[config.mk]
export PLATFORM = sky130hd
export DESIGN_NAME = buddy_tree_free_node_search
export DESIGN_NICKNAME = d
export VERILOG_FILES = /design/src/rtl/core/btfs_pkg.sv /design/src/rtl/core/buddy_tree_free_node_search.sv /design/src/rtl/core/btfs_ram.sv /design/src/rtl/core/btfs_node_alu.sv
export SDC_FILE = /design/constraint.sdc
export NUM_CORES = 2
export LEC_CHECK = 0
export BUFFER_PORTS_ARGS = -buffer_cell sky130_fd_sc_hd__buf_2
export CELL_PAD_IN_SITES_DETAIL_PLACEMENT = 1
export CELL_PAD_IN_SITES_GLOBAL_PLACEMENT = 2
export CORE_UTILIZATION = 30
export CTS_BUF_LIST = sky130_fd_sc_hd__clkbuf_4 sky130_fd_sc_hd__clkbuf_8
export DETAILED_ROUTE_END_ITERATION = 6
export PLACE_DENSITY_LB_ADDON = 0.1
export SYNTH_ARGS = -nofsm -noshare
export SYNTH_HDL_FRONTEND = slang
export SYNTH_SLANG_ARGS = --single-unit
[constraint.sdc]
create_clock -name clk -period 156.2 [get_ports clk]
set_clock_uncertainty 0.15 [all_clocks]
set_input_delay 15.62 -clock clk [delete_from_list [all_inputs] [get_ports clk]]
set_output_delay 15.62 -clock clk [all_outputs]
set_load 0.01 [all_outputs]
[src/rtl/core/btfs_pkg.sv]
package btfs_pkg;

  localparam int OP_W        = 3;
  localparam int IDX_W       = 11;
  localparam int LIM_W       = 4;
  localparam int IN_TDATA_W  = 16;
  localparam int OUT_TDATA_W = 16;

  typedef enum logic [OP_W-1:0] {
    OP_SEARCH_L = 3'd0,
    OP_SEARCH_R = 3'd1,
    OP_ALLOC    = 3'd2,
    OP_FREE     = 3'd3,
    OP_QUERY    = 3'd4
  } op_t;

  typedef enum logic [1:0] {
    ALU_CHILD_A,
    ALU_CHILD_B,
    ALU_SIBLING,
    ALU_PARENT
  } alu_op_t;

  typedef struct packed {
    alu_op_t op;
    logic    right_first;
  } alu_req_t;

  typedef enum logic [3:0] {
    ST_CLEAR,
    ST_IDLE,
    ST_VISIT,
    ST_VCHK,
    ST_CA,
    ST_CB,
    ST_BACK,
    ST_WRITE,
    ST_QRD,
    ST_QCHK
  } state_t;

endpackage

[src/rtl/core/buddy_tree_free_node_search.sv]
// channel | dir | tdata (low bit up)                        | tuser
// in_     | in  | node_index[10:0] depth_limit[14:11] 0[15] | operation[2:0]
// out_    | out | result_node[10:0] is_set[11] 0[15:12]     | found[0]
//
// Alloc, free and unused codes pass through ST_WRITE before the result; query passes through ST_QRD, ST_QCHK.
// Search: ST_VISIT and ST_VCHK per node visited, ST_CA and ST_CB per child pair read, ST_BACK per step
// back up; the single read port of the node bit RAM sets the pace.
// After reset a clearing pass writes every node bit to zero with in_tready low.
// One item at a time; a waiting result holds off the next accept.
module buddy_tree_free_node_search #(
  parameter int TREE_DEPTH = 10
) (
  input  logic                             clk,
  input  logic                             rst_n,
  input  logic                             in_tvalid,
  output logic                             in_tready,
  input  logic [btfs_pkg::IN_TDATA_W-1:0]  in_tdata,   // node_index, depth_limit
  input  logic [btfs_pkg::OP_W-1:0]        in_tuser,   // operation
  output logic                             out_tvalid,
  input  logic                             out_tready,
  output logic [btfs_pkg::OUT_TDATA_W-1:0] out_tdata,  // result_node, is_set
  output logic [0:0]                       out_tuser   // found
);

  localparam int NW         = TREE_DEPTH + 1;
  localparam int NODE_COUNT = (1 << NW) - 1;
  localparam int LVW        = $clog2(TREE_DEPTH + 1);
  localparam int CW         = (NW > btfs_pkg::IDX_W) ? NW : btfs_pkg::IDX_W;

  btfs_pkg::state_t state_r, state_nxt;
  logic [NW-1:0]    cur_r, cur_nxt;
  logic [LVW-1:0]   lvl_r, lvl_nxt;
  logic [LVW-1:0]   lim_r, lim_nxt;
  logic             rf_r, rf_nxt;
  logic [btfs_pkg::OP_W-1:0]  op_r, op_nxt;
  logic [btfs_pkg::IDX_W-1:0] idx_r, idx_nxt;
  logic             abit_r, abit_nxt;
  logic [NW-1:0]    clr_cnt_r, clr_cnt_nxt;
  logic             out_tvalid_r, out_tvalid_nxt;
  logic             out_found_r, out_found_nxt;
  logic [btfs_pkg::IDX_W-1:0] out_node_r, out_node_nxt;
  logic             out_set_r, out_set_nxt;

  logic             ram_we;
  logic [NW-1:0]    ram_waddr;
  logic             ram_wdata;
  logic [NW-1:0]    ram_raddr;
  logic             ram_rdata;

  btfs_pkg::alu_req_t alu_req;
  logic [NW-1:0]      alu_out;

  logic [CW-1:0]    idx_ext;
  logic [CW-1:0]    cur_ext;
  logic [CW-1:0]    alu_ext;
  logic             idx_ok;
  logic [NW-1:0]    idx_addr;
  logic             accept;
  logic [btfs_pkg::IDX_W-1:0] in_idx;
  logic [btfs_pkg::LIM_W-1:0] in_lim;

  assign in_idx   = in_tdata[btfs_pkg::IDX_W-1:0];
  assign in_lim   = in_tdata[btfs_pkg::IDX_W +: btfs_pkg::LIM_W];
  assign idx_ext  = CW'(idx_r);
  assign cur_ext  = CW'(cur_r);
  assign alu_ext  = CW'(alu_out);
  assign idx_ok   = idx_ext < CW'(NODE_COUNT);
  assign idx_addr = idx_ext[NW-1:0];

  assign in_tready = (state_r == btfs_pkg::ST_IDLE) && (!out_tvalid_r || out_tready);
  assign accept    = in_tvalid && in_tready;

  btfs_ram #(
    .WIDTH (1),
    .DEPTH (NODE_COUNT)
  ) u_bits (
    .clk   (clk),
    .we    (ram_we),
    .waddr (ram_waddr),
    .wdata (ram_wdata),
    .raddr (ram_raddr),
    .rdata (ram_rdata)
  );

  btfs_node_alu #(
    .NW (NW)
  ) u_alu (
    .req    (alu_req),
    .node   (cur_r),
    .result (alu_out)
  );

  always_ff @(posedge clk) begin
    if (!rst_n) begin
      state_r      <= btfs_pkg::ST_CLEAR;
      clr_cnt_r    <= '0;
      out_tvalid_r <= 1'b0;
    end else begin
      state_r      <= state_nxt;
      clr_cnt_r    <= clr_cnt_nxt;
      out_tvalid_r <= out_tvalid_nxt;
    end
  end

  always_ff @(posedge clk) begin
    cur_r       <= cur_nxt;
    lvl_r       <= lvl_nxt;
    lim_r       <= lim_nxt;
    rf_r        <= rf_nxt;
    op_r        <= op_nxt;
    idx_r       <= idx_nxt;
    abit_r      <= abit_nxt;
    out_found_r <= out_found_nxt;
    out_node_r  <= out_node_nxt;
    out_set_r   <= out_set_nxt;
  end

  always_comb begin
    state_nxt      = state_r;
    cur_nxt        = cur_r;
    lvl_nxt        = lvl_r;
    lim_nxt        = lim_r;
    rf_nxt         = rf_r;
    op_nxt         = op_r;
    idx_nxt        = idx_r;
    abit_nxt       = abit_r;
    clr_cnt_nxt    = clr_cnt_r;
    out_tvalid_nxt = out_tvalid_r && !out_tready;
    out_found_nxt  = out_found_r;
    out_node_nxt   = out_node_r;
    out_set_nxt    = out_set_r;
    ram_we         = 1'b0;
    ram_waddr      = idx_addr;
    ram_wdata      = 1'b0;
    ram_raddr      = cur_r;
    alu_req.op          = btfs_pkg::ALU_CHILD_A;
    alu_req.right_first = rf_r;

    case (state_r)
      btfs_pkg::ST_CLEAR: begin
        ram_we    = 1'b1;
        ram_waddr = clr_cnt_r;
        if (clr_cnt_r == NW'(NODE_COUNT - 1)) begin
          state_nxt = btfs_pkg::ST_IDLE;
        end else begin
          clr_cnt_nxt = clr_cnt_r + NW'(1);
        end
      end

      btfs_pkg::ST_IDLE: begin
        if (accept) begin
          op_nxt  = in_tuser;
          idx_nxt = in_idx;
          cur_nxt = '0;
          lvl_nxt = '0;
          rf_nxt  = (in_tuser == btfs_pkg::OP_SEARCH_R);
          if (32'(in_lim) > TREE_DEPTH) begin
            lim_nxt = LVW'(TREE_DEPTH);
          end else begin
            lim_nxt = LVW'(in_lim);
          end
          case (in_tuser)
            btfs_pkg::OP_SEARCH_L,
            btfs_pkg::OP_SEARCH_R: state_nxt = btfs_pkg::ST_VISIT;
            btfs_pkg::OP_QUERY:    state_nxt = btfs_pkg::ST_QRD;
            default:               state_nxt = btfs_pkg::ST_WRITE;
          endcase
        end
      end

      btfs_pkg::ST_VISIT: begin
        ram_raddr = cur_r;
        state_nxt = btfs_pkg::ST_VCHK;
      end

      btfs_pkg::ST_VCHK: begin
        alu_req.op = btfs_pkg::ALU_CHILD_A;
        ram_raddr  = alu_out;
        if (!ram_rdata) begin
          out_tvalid_nxt = 1'b1;
          out_found_nxt  = 1'b1;
          out_node_nxt   = cur_ext[btfs_pkg::IDX_W-1:0];
          out_set_nxt    = 1'b0;
          state_nxt      = btfs_pkg::ST_IDLE;
        end else if (lvl_r < lim_r) begin
          state_nxt = btfs_pkg::ST_CA;
        end else begin
          state_nxt = btfs_pkg::ST_BACK;
        end
      end

      btfs_pkg::ST_CA: begin
        abit_nxt   = ram_rdata;
        alu_req.op = btfs_pkg::ALU_CHILD_B;
        ram_raddr  = alu_out;
        state_nxt  = btfs_pkg::ST_CB;
      end

      btfs_pkg::ST_CB: begin
        alu_req.op = btfs_pkg::ALU_CHILD_A;
        if (!abit_r && !ram_rdata) begin
          // set node over two free children: allocated leaf
          state_nxt = btfs_pkg::ST_BACK;
        end else if (!abit_r) begin
          out_tvalid_nxt = 1'b1;
          out_found_nxt  = 1'b1;
          out_node_nxt   = alu_ext[btfs_pkg::IDX_W-1:0];
          out_set_nxt    = 1'b0;
          state_nxt      = btfs_pkg::ST_IDLE;
        end else begin
          cur_nxt   = alu_out;
          lvl_nxt   = lvl_r + LVW'(1);
          state_nxt = btfs_pkg::ST_VISIT;
        end
      end

      btfs_pkg::ST_BACK: begin
        if (cur_r == '0) begin
          out_tvalid_nxt = 1'b1;
          out_found_nxt  = 1'b0;
          out_node_nxt   = '0;
          out_set_nxt    = 1'b0;
          state_nxt      = btfs_pkg::ST_IDLE;
        end else if (cur_r[0] ^ rf_r) begin
          // first child done, try its sibling
          alu_req.op = btfs_pkg::ALU_SIBLING;
          cur_nxt    = alu_out;
          state_nxt  = btfs_pkg::ST_VISIT;
        end else begin
          alu_req.op = btfs_pkg::ALU_PARENT;
          cur_nxt    = alu_out;
          lvl_nxt    = lvl_r - LVW'(1);
        end
      end

      btfs_pkg::ST_WRITE: begin
        ram_we    = idx_ok && (op_r == btfs_pkg::OP_ALLOC || op_r == btfs_pkg::OP_FREE);
        ram_waddr = idx_addr;
        ram_wdata = (op_r == btfs_pkg::OP_ALLOC);
        out_tvalid_nxt = 1'b1;
        out_found_nxt  = 1'b1;
        out_node_nxt   = '0;
        out_set_nxt    = 1'b0;
        state_nxt      = btfs_pkg::ST_IDLE;
      end

      btfs_pkg::ST_QRD: begin
        ram_raddr = idx_addr;
        state_nxt = btfs_pkg::ST_QCHK;
      end

      btfs_pkg::ST_QCHK: begin
        out_tvalid_nxt = 1'b1;
        out_found_nxt  = 1'b1;
        out_node_nxt   = '0;
        out_set_nxt    = idx_ok && ram_rdata;
        state_nxt      = btfs_pkg::ST_IDLE;
      end

      default: begin
        state_nxt = btfs_pkg::ST_IDLE;
      end
    endcase
  end

  assign out_tvalid = out_tvalid_r;
  assign out_tuser  = out_found_r;
  assign out_tdata  = {{(btfs_pkg::OUT_TDATA_W - btfs_pkg::IDX_W - 1){1'b0}},
                       out_set_r, out_node_r};

endmodule

[src/rtl/core/btfs_ram.sv]
module btfs_ram #(
  parameter int WIDTH = 1,
  parameter int DEPTH = 2
) (
  input  logic                     clk,
  input  logic                     we,
  input  logic [$clog2(DEPTH)-1:0] waddr,
  input  logic [WIDTH-1:0]         wdata,
  input  logic [$clog2(DEPTH)-1:0] raddr,
  output logic [WIDTH-1:0]         rdata
);

  logic [WIDTH-1:0] mem [DEPTH];
  logic [WIDTH-1:0] rdata_r;

  always_ff @(posedge clk) begin
    if (we) begin
      mem[waddr] <= wdata;
    end
    rdata_r <= mem[raddr];
  end

  assign rdata = rdata_r;

endmodule

[src/rtl/core/btfs_node_alu.sv]
module btfs_node_alu #(
  parameter int NW = 11
) (
  input  btfs_pkg::alu_req_t req,
  input  logic [NW-1:0]      node,
  output logic [NW-1:0]      result
);

  logic [NW-1:0] base;
  logic [NW-1:0] addend;
  logic [NW-1:0] sum;

  always_comb begin
    base   = node;
    addend = '1;
    case (req.op)
      btfs_pkg::ALU_CHILD_A: begin
        base   = {node[NW-2:0], 1'b0};
        addend = req.right_first ? NW'(2) : NW'(1);
      end
      btfs_pkg::ALU_CHILD_B: begin
        base   = {node[NW-2:0], 1'b0};
        addend = req.right_first ? NW'(1) : NW'(2);
      end
      btfs_pkg::ALU_SIBLING: begin
        addend = node[0] ? NW'(1) : '1;
      end
      btfs_pkg::ALU_PARENT: begin
        addend = '1;
      end
      default: begin
        addend = '1;
      end
    endcase
    sum = base + addend;
    result = (req.op == btfs_pkg::ALU_PARENT) ? (sum >> 1) : sum;
  end

endmodule

* Word level (Yosys, flattened, before mapping)
Memories as Yosys holds them, arrays and structs flattened. A register that Yosys moved wholly into a read port is not among the register bits.
Index checks and enable logic that the tools add are counted.
** Word-level totals
- Bits in registers :: 64
- Bits in latches :: 0
- RAM bits :: 2047
- Bits in read-only memories :: 0
- Input bits :: 23
- Output and inout port bits :: 19
- Word-level logic and storage cells :: 135
- Memories kept :: 1
** Memory list
- u_bits.mem :: words 2047, width 1, rd ports 1, clocked after memory_dff 1, wr ports 1, RTL line btfs_ram.sv:13 : logic [WIDTH-1:0] mem [DEPTH];
** Cells by class
- Add/subtract/negate cells :: 4
- Multipliers :: 0
- Div/mod/pow operators :: 0
- Order comparisons :: 3
- Equal/unequal tests :: 27
- Shifts and indexed selects :: 0
- Muxes and demuxes :: 55
- Bitwise logic cells :: 2
- Reductions and logical operators :: 30
** Operators with widths (number)
- 2-to-1 mux 11 bit :: 12
- case mux 11 bit (4 select lines) :: 2
- 2-to-1 mux 4 bit :: 9
- case mux 11 bit (3 select lines) :: 1
- case mux 4 bit (8 select lines) :: 1
- case mux 11 bit (2 select lines) :: 1
- != test 2 bit, second input constant :: 9
- == test 4 x 3 -> 1 bit, second input constant :: 4
- 2-to-1 mux 1 bit :: 15
- AND reduction 5 bit :: 3
- case mux 4 bit (3 select lines) :: 1
- adder 11 x 1 -> 11 bit, second input constant :: 1
- adder 11 bit :: 1
- == test 11 bit, second input constant :: 1
- logical NOT 11 bit :: 1
- less-than comparator 11 bit, second input constant :: 1
- 2-to-1 mux 2 bit :: 5
- == test 4 x 2 -> 1 bit, second input constant :: 2
- == test 4 bit, second input constant :: 2
- case mux 1 bit (4 select lines) :: 2
- case mux 4 bit (2 select lines) :: 1
- OR reduction 2 bit :: 4
- == test 3 x 2 -> 1 bit, second input constant :: 2
- logical AND 1 bit :: 6
- other kinds (27) :: 34

* Depth between registers and ports, before layout
- Depth after elaboration :: 12
- Depth in mapped cells :: 26
- Gate-level depth less buffers :: 20

* Modules after synthesis
From an unflattened synthesis, not the netlist that was laid out.
** Unflattened totals
- Cells, all modules :: 6704
- Area, all modules :: 93711.1 sq um
** Modules (own cells, without submodules)
- btfs_ram :: times used 1, cells each 6253, area an instance 89320.7 sq um
- buddy_tree_free_node_search :: times used 1, cells each 312, area an instance 3474.6 sq um
- btfs_node_alu :: times used 1, cells each 139, area an instance 915.9 sq um

* Worst setup path before layout
No wires, ideal clock.
- Path type :: reg2reg
- Start :: register op_r[0] (netlist name)
- End :: memory u_bits.mem[0] (data pin)
- Arrival time :: 108.123 ns
- Required time :: 135.064 ns
- Path slack :: 26.941 ns
- Stages on the path, launching flop included :: 2
- Buffers on the path :: 0
- Clock period less this slack :: 129.259 ns
- Path through :: edfxtp_1 -> nor4_1
** On the way
- Word-level cells in the longest chain between the ends :: 2
** RTL lines
- start, declared :: RTL line buddy_tree_free_node_search.sv:35 : logic [btfs_pkg::OP_W-1:0] op_r, op_nxt;
- start signal, assigned :: RTL line buddy_tree_free_node_search.sv:110 : op_r <= op_nxt;
- == test 3 x 2 -> 1 bit :: RTL line buddy_tree_free_node_search.sv:239 : ram_wdata = (op_r == btfs_pkg::OP_ALLOC);
- 2-to-1 mux 1 bit :: RTL line buddy_tree_free_node_search.sv:139 : case (state_r)
- net ram_wdata :: RTL line buddy_tree_free_node_search.sv:46 : logic ram_wdata;
- end, declared :: RTL line btfs_ram.sv:13
The timed path passes the listed nets, and every way through them passes these cells.

* Worst setup path after layout
- Start :: input port out_tready
- End :: output port in_tready
** On the way
- Word-level cells in the longest chain between the ends :: 2
** RTL lines
- start, declared :: RTL line buddy_tree_free_node_search.sv:20 : input logic out_tready,
- logical OR 1 bit :: RTL line buddy_tree_free_node_search.sv:70 : assign in_tready = (state_r == btfs_pkg::ST_IDLE) && (!out_tvalid_r || out_tready);
- logical AND 1 bit :: RTL line buddy_tree_free_node_search.sv:70
- end, declared :: RTL line buddy_tree_free_node_search.sv:16 : output logic in_tready,
Every way passes these cells.

==> key figures <==
Outcome
  • Status: finished clean

Global routing
  • Vias in the first global route: 73.4k
  • Initial antenna violation count: 36
  • First-pass GRT wire length: 570,000 um
  • Total gr overflow: 0
  • GR Util All Layers: 24.8%
  • Pin count of the biggest net entering global routing: 229

Logic synthesis
  • #FFs+latches synth: 2,112
  • Syn Inst Count: 9,088
  • Cell area after synthesis: 95,800 sq um
  • Mean Syn Cell Area: 10.5 sq um
  • Yosys Warn Count: 0
  • Main synth FF type: edfxtp_1
  • EDFF count, synth: 2,095
  • Register area share after synthesis: 66.0%
  • Synth unique cells: 100
  • Ys async rst share: 0%

Clocking
  • Hold buffers post-CTS: 0
  • Post_cts resized: 0
  • CTS sink cnt: 2,112
  • TritonCTS clock tree: done
  • CTS Root Cell: clkbuf_8
  • Worst skew pair latency: 1120 ps
  • Total CTS buffers: 405
  • CTS H-tree lvls: 5
  • CTS Buffer Depth: 4
  • Post-CTS Setup Inserts: 0
  • Clock slew seen by the registers of the worst setup and hold paths: 50 ps

Setup path
  • R2R depth: 23
  • CP startpoint: out_tready
  • Worst Path Class, Setup: in2out
  • Crit Path Max Fanout: 2
  • Worst Path Arrival: 16,060 ps
  • R2R setup slack: 146,460 ps
  • Critical path required time: 140,430 ps
  • Startpoint Class: primary input
  • CP Capture Type: output pin
  • FF-to-FF Start: state_r[2]$_SDFFE_PN0P_
  • Reg-to-reg endpoint: u_bits.rdata$_DFF_P_
  • Critical Path Sink: in_tready

Placement
  • Pre-CTS setup slack: 124,360 ps
  • Post-Place Cells: 12.7k
  • Dpl cell area: 99,600 sq um
  • IO Port Bufs: 36
  • Gpl congestion: 0.767
  • Hpwl dp: 218,000 um

Cells and area
  • Design area: 107,000 sq um
  • Finished Core Util: 33.8%
  • # fillers: 35.2k
  • Finished Layout Cells: 13.5k
  • Area Overhead vs Synth: 12.1%
  • Nets: 9,003
  • Fraction of layout cells with a size suffix above 1: 10.8%

Power
  • Leakage power: 35.7 nW
  • Comb pwr share: 0.9%
  • Reg power frac: 52.6%
  • Pwr/cell area: 10.9 nW/um^2
  • Switch share: 22.9%
  • Worst VDD drop: 0.00000588 V
  • Power Total: 1.17 mW
  • Clock network power share: 46.5%
  • Internal power: 0.900 mW
  • Sw Pwr: 0.267 mW

Floorplanning
  • Core Footprint: 318,000 sq um
  • Die X-Extent: 567 um
  • Initial core utilization: 30.1%
  • I/O pin count: 42
  • Die area: 322,000 sq um
  • Row Count: 207
  • Die Ht: 567 um

STA
  • Slew Viols, Final: 0
  • Final Critical Period: 31,830 ps
  • Final Hold Fails: 0
  • Max transition margin: 12.7%
  • FMAX: 31.4 MHz
  • Final period util: 20.4%
  • Fin Setup TNS: 0 ps
  • Actual slew at the worst max-slew pin: 1310 ps
  • Final Setup Violations: 0
  • Final critical-path setup slack: 124,370 ps
  • Unrepaired setup endpoints after global routing: false
  • Hold slack: 378 ps

Min path
  • Min-Delay Path Class: reg2reg
  • Hold_sp: clr_cnt_r[3]$_SDFFE_PN0P_

Routing
  • DR pass1 iterations: 5
  • Routed vias: 71.9k
  • DR WL/cell: 30.3 um
  • WL final: 408,000 um
  • Via density: 5.34
  • DR iter-0 viols: 6,287
  • Drt drc: 0
  • Remaining antenna violation count: 0

Run
  • Maxcap violations: 0
==> synthesized netlist by cell type, drive strengths merged (18+ instances only) <==
master	instances	area (sq um)
inv	25	101
nor3	47	240
clkbuf	384	1440
edfxtp	2095	62900
a311oi	49	435
buf	426	2440
nor4	32	213
o21ai	76	384
a221oi	48	420
mux2i	155	1550
a21oi	252	1280
and3	97	612
a211oi	35	268
o22ai	38	250
nand2	1885	7080
a2111oi	18	158
nor2	2176	8180
and2	19	119
a31oi	127	816
nand3	767	3840
o221ai	26	228
nand4	35	219
==> flip-flops by register name (all words and copies together) (netlist names), 3 cells and up <==
name,count
u_bits.mem,2047
op_r,3
lvl_r,4
clr_cnt_r,11
cur_ext,11
state_r,4
lim_r,4
idx_addr,11
out_node_r,11
==> routing by layer <==
metal	part of all wire [%]	up-vias	global-route usage [%]	routed length, um
met3	4.4	494	2.71	18000
met1	45	38200	33.7	184000
met4	2.5	8	6.14	10100
met5	0.077	-	0	312
met2	48	1742	42.1	195000
li1	-	31400	-	-
==> power groups by stage <==
stage / logic, mW / clock network [mW] / registers (mW)
floorplan: 0.00313 / 0 / 0.626
detailed placement: 0.0103 / 0 / 0.626
finish: 0.0102 / 0.542 / 0.614
global placement: 0.0102 / 0 / 0.626
global route: 0.0103 / 0.578 / 0.614
CTS: 0.0103 / 0.557 / 0.614
==> layout by cell type, fill, tap and decap left out, types with 33 or more instances in the layout <==
cell type | Yosys | layout
buf_4 | 69 | 227
a21oi_1 | 249 | 249
a211oi_1 | 34 | 33
clkbuf_4 | 0 | 150
a221oi_1 | 48 | 47
nor2_1 | 2173 | 2155
buf_2 | 251 | 36
nor3_1 | 46 | 46
o21ai_0 | 72 | 72
o22ai_1 | 36 | 36
mux2i_1 | 155 | 155
nand3_1 | 767 | 767
and3_1 | 96 | 96
a311oi_1 | 48 | 47
clkinv_1 | 0 | 105
edfxtp_1 | 2095 | 2095
nand4_1 | 35 | 35
clkbuf_8 | 0 | 406
a31oi_1 | 125 | 125
nand2_1 | 1884 | 1851
==> how the worst min path moves through the flow <==
stage                                endpoint  slack [ps]  cells after the start
global placement    clr_cnt_r[3]$_SDFFE_PN0P_         360                      1
global route        clr_cnt_r[3]$_SDFFE_PN0P_         400                      1
floorplan           clr_cnt_r[3]$_SDFFE_PN0P_         320                      1
CTS                 clr_cnt_r[3]$_SDFFE_PN0P_         380                      1
finish              clr_cnt_r[3]$_SDFFE_PN0P_         380                      1
detailed placement  clr_cnt_r[3]$_SDFFE_PN0P_         370                      1
==> cell type report <==
type                       instances  area, sq um  area share, %
antenna                           11         27.5         0.0256
clock inverter                   168          975          0.908
sequential                      2112        63300           58.9
multi-input combinational       6144        29000           27.0
inverter                          25          101         0.0944
timing repair buffer             273         2080           1.94
clock buffer                     556         6710           6.25
tap                             4180         5230           4.87
==> cell families (layout without fill, tap and decap cells) <==
family	count (synthesis)	in the layout	share of synthesized area, %
simple gates	5127	5127	21.9
flops	2112	2112	66.0
buf+inv	835	1022	4.16
compound gates	815	815	5.74
mux	158	158	1.67
xor+xnor	21	21	0.192
fa+ha+maj	19	19	0.264
other cells	1	15	0.00391
==> worst max-delay path, cell delays in order <==
cell and delay [ps]:
buf_2 100, nor2b_1 130, nor2_1 70, buf_2 140
Note: power is estimated with default switching activity, not from simulation.
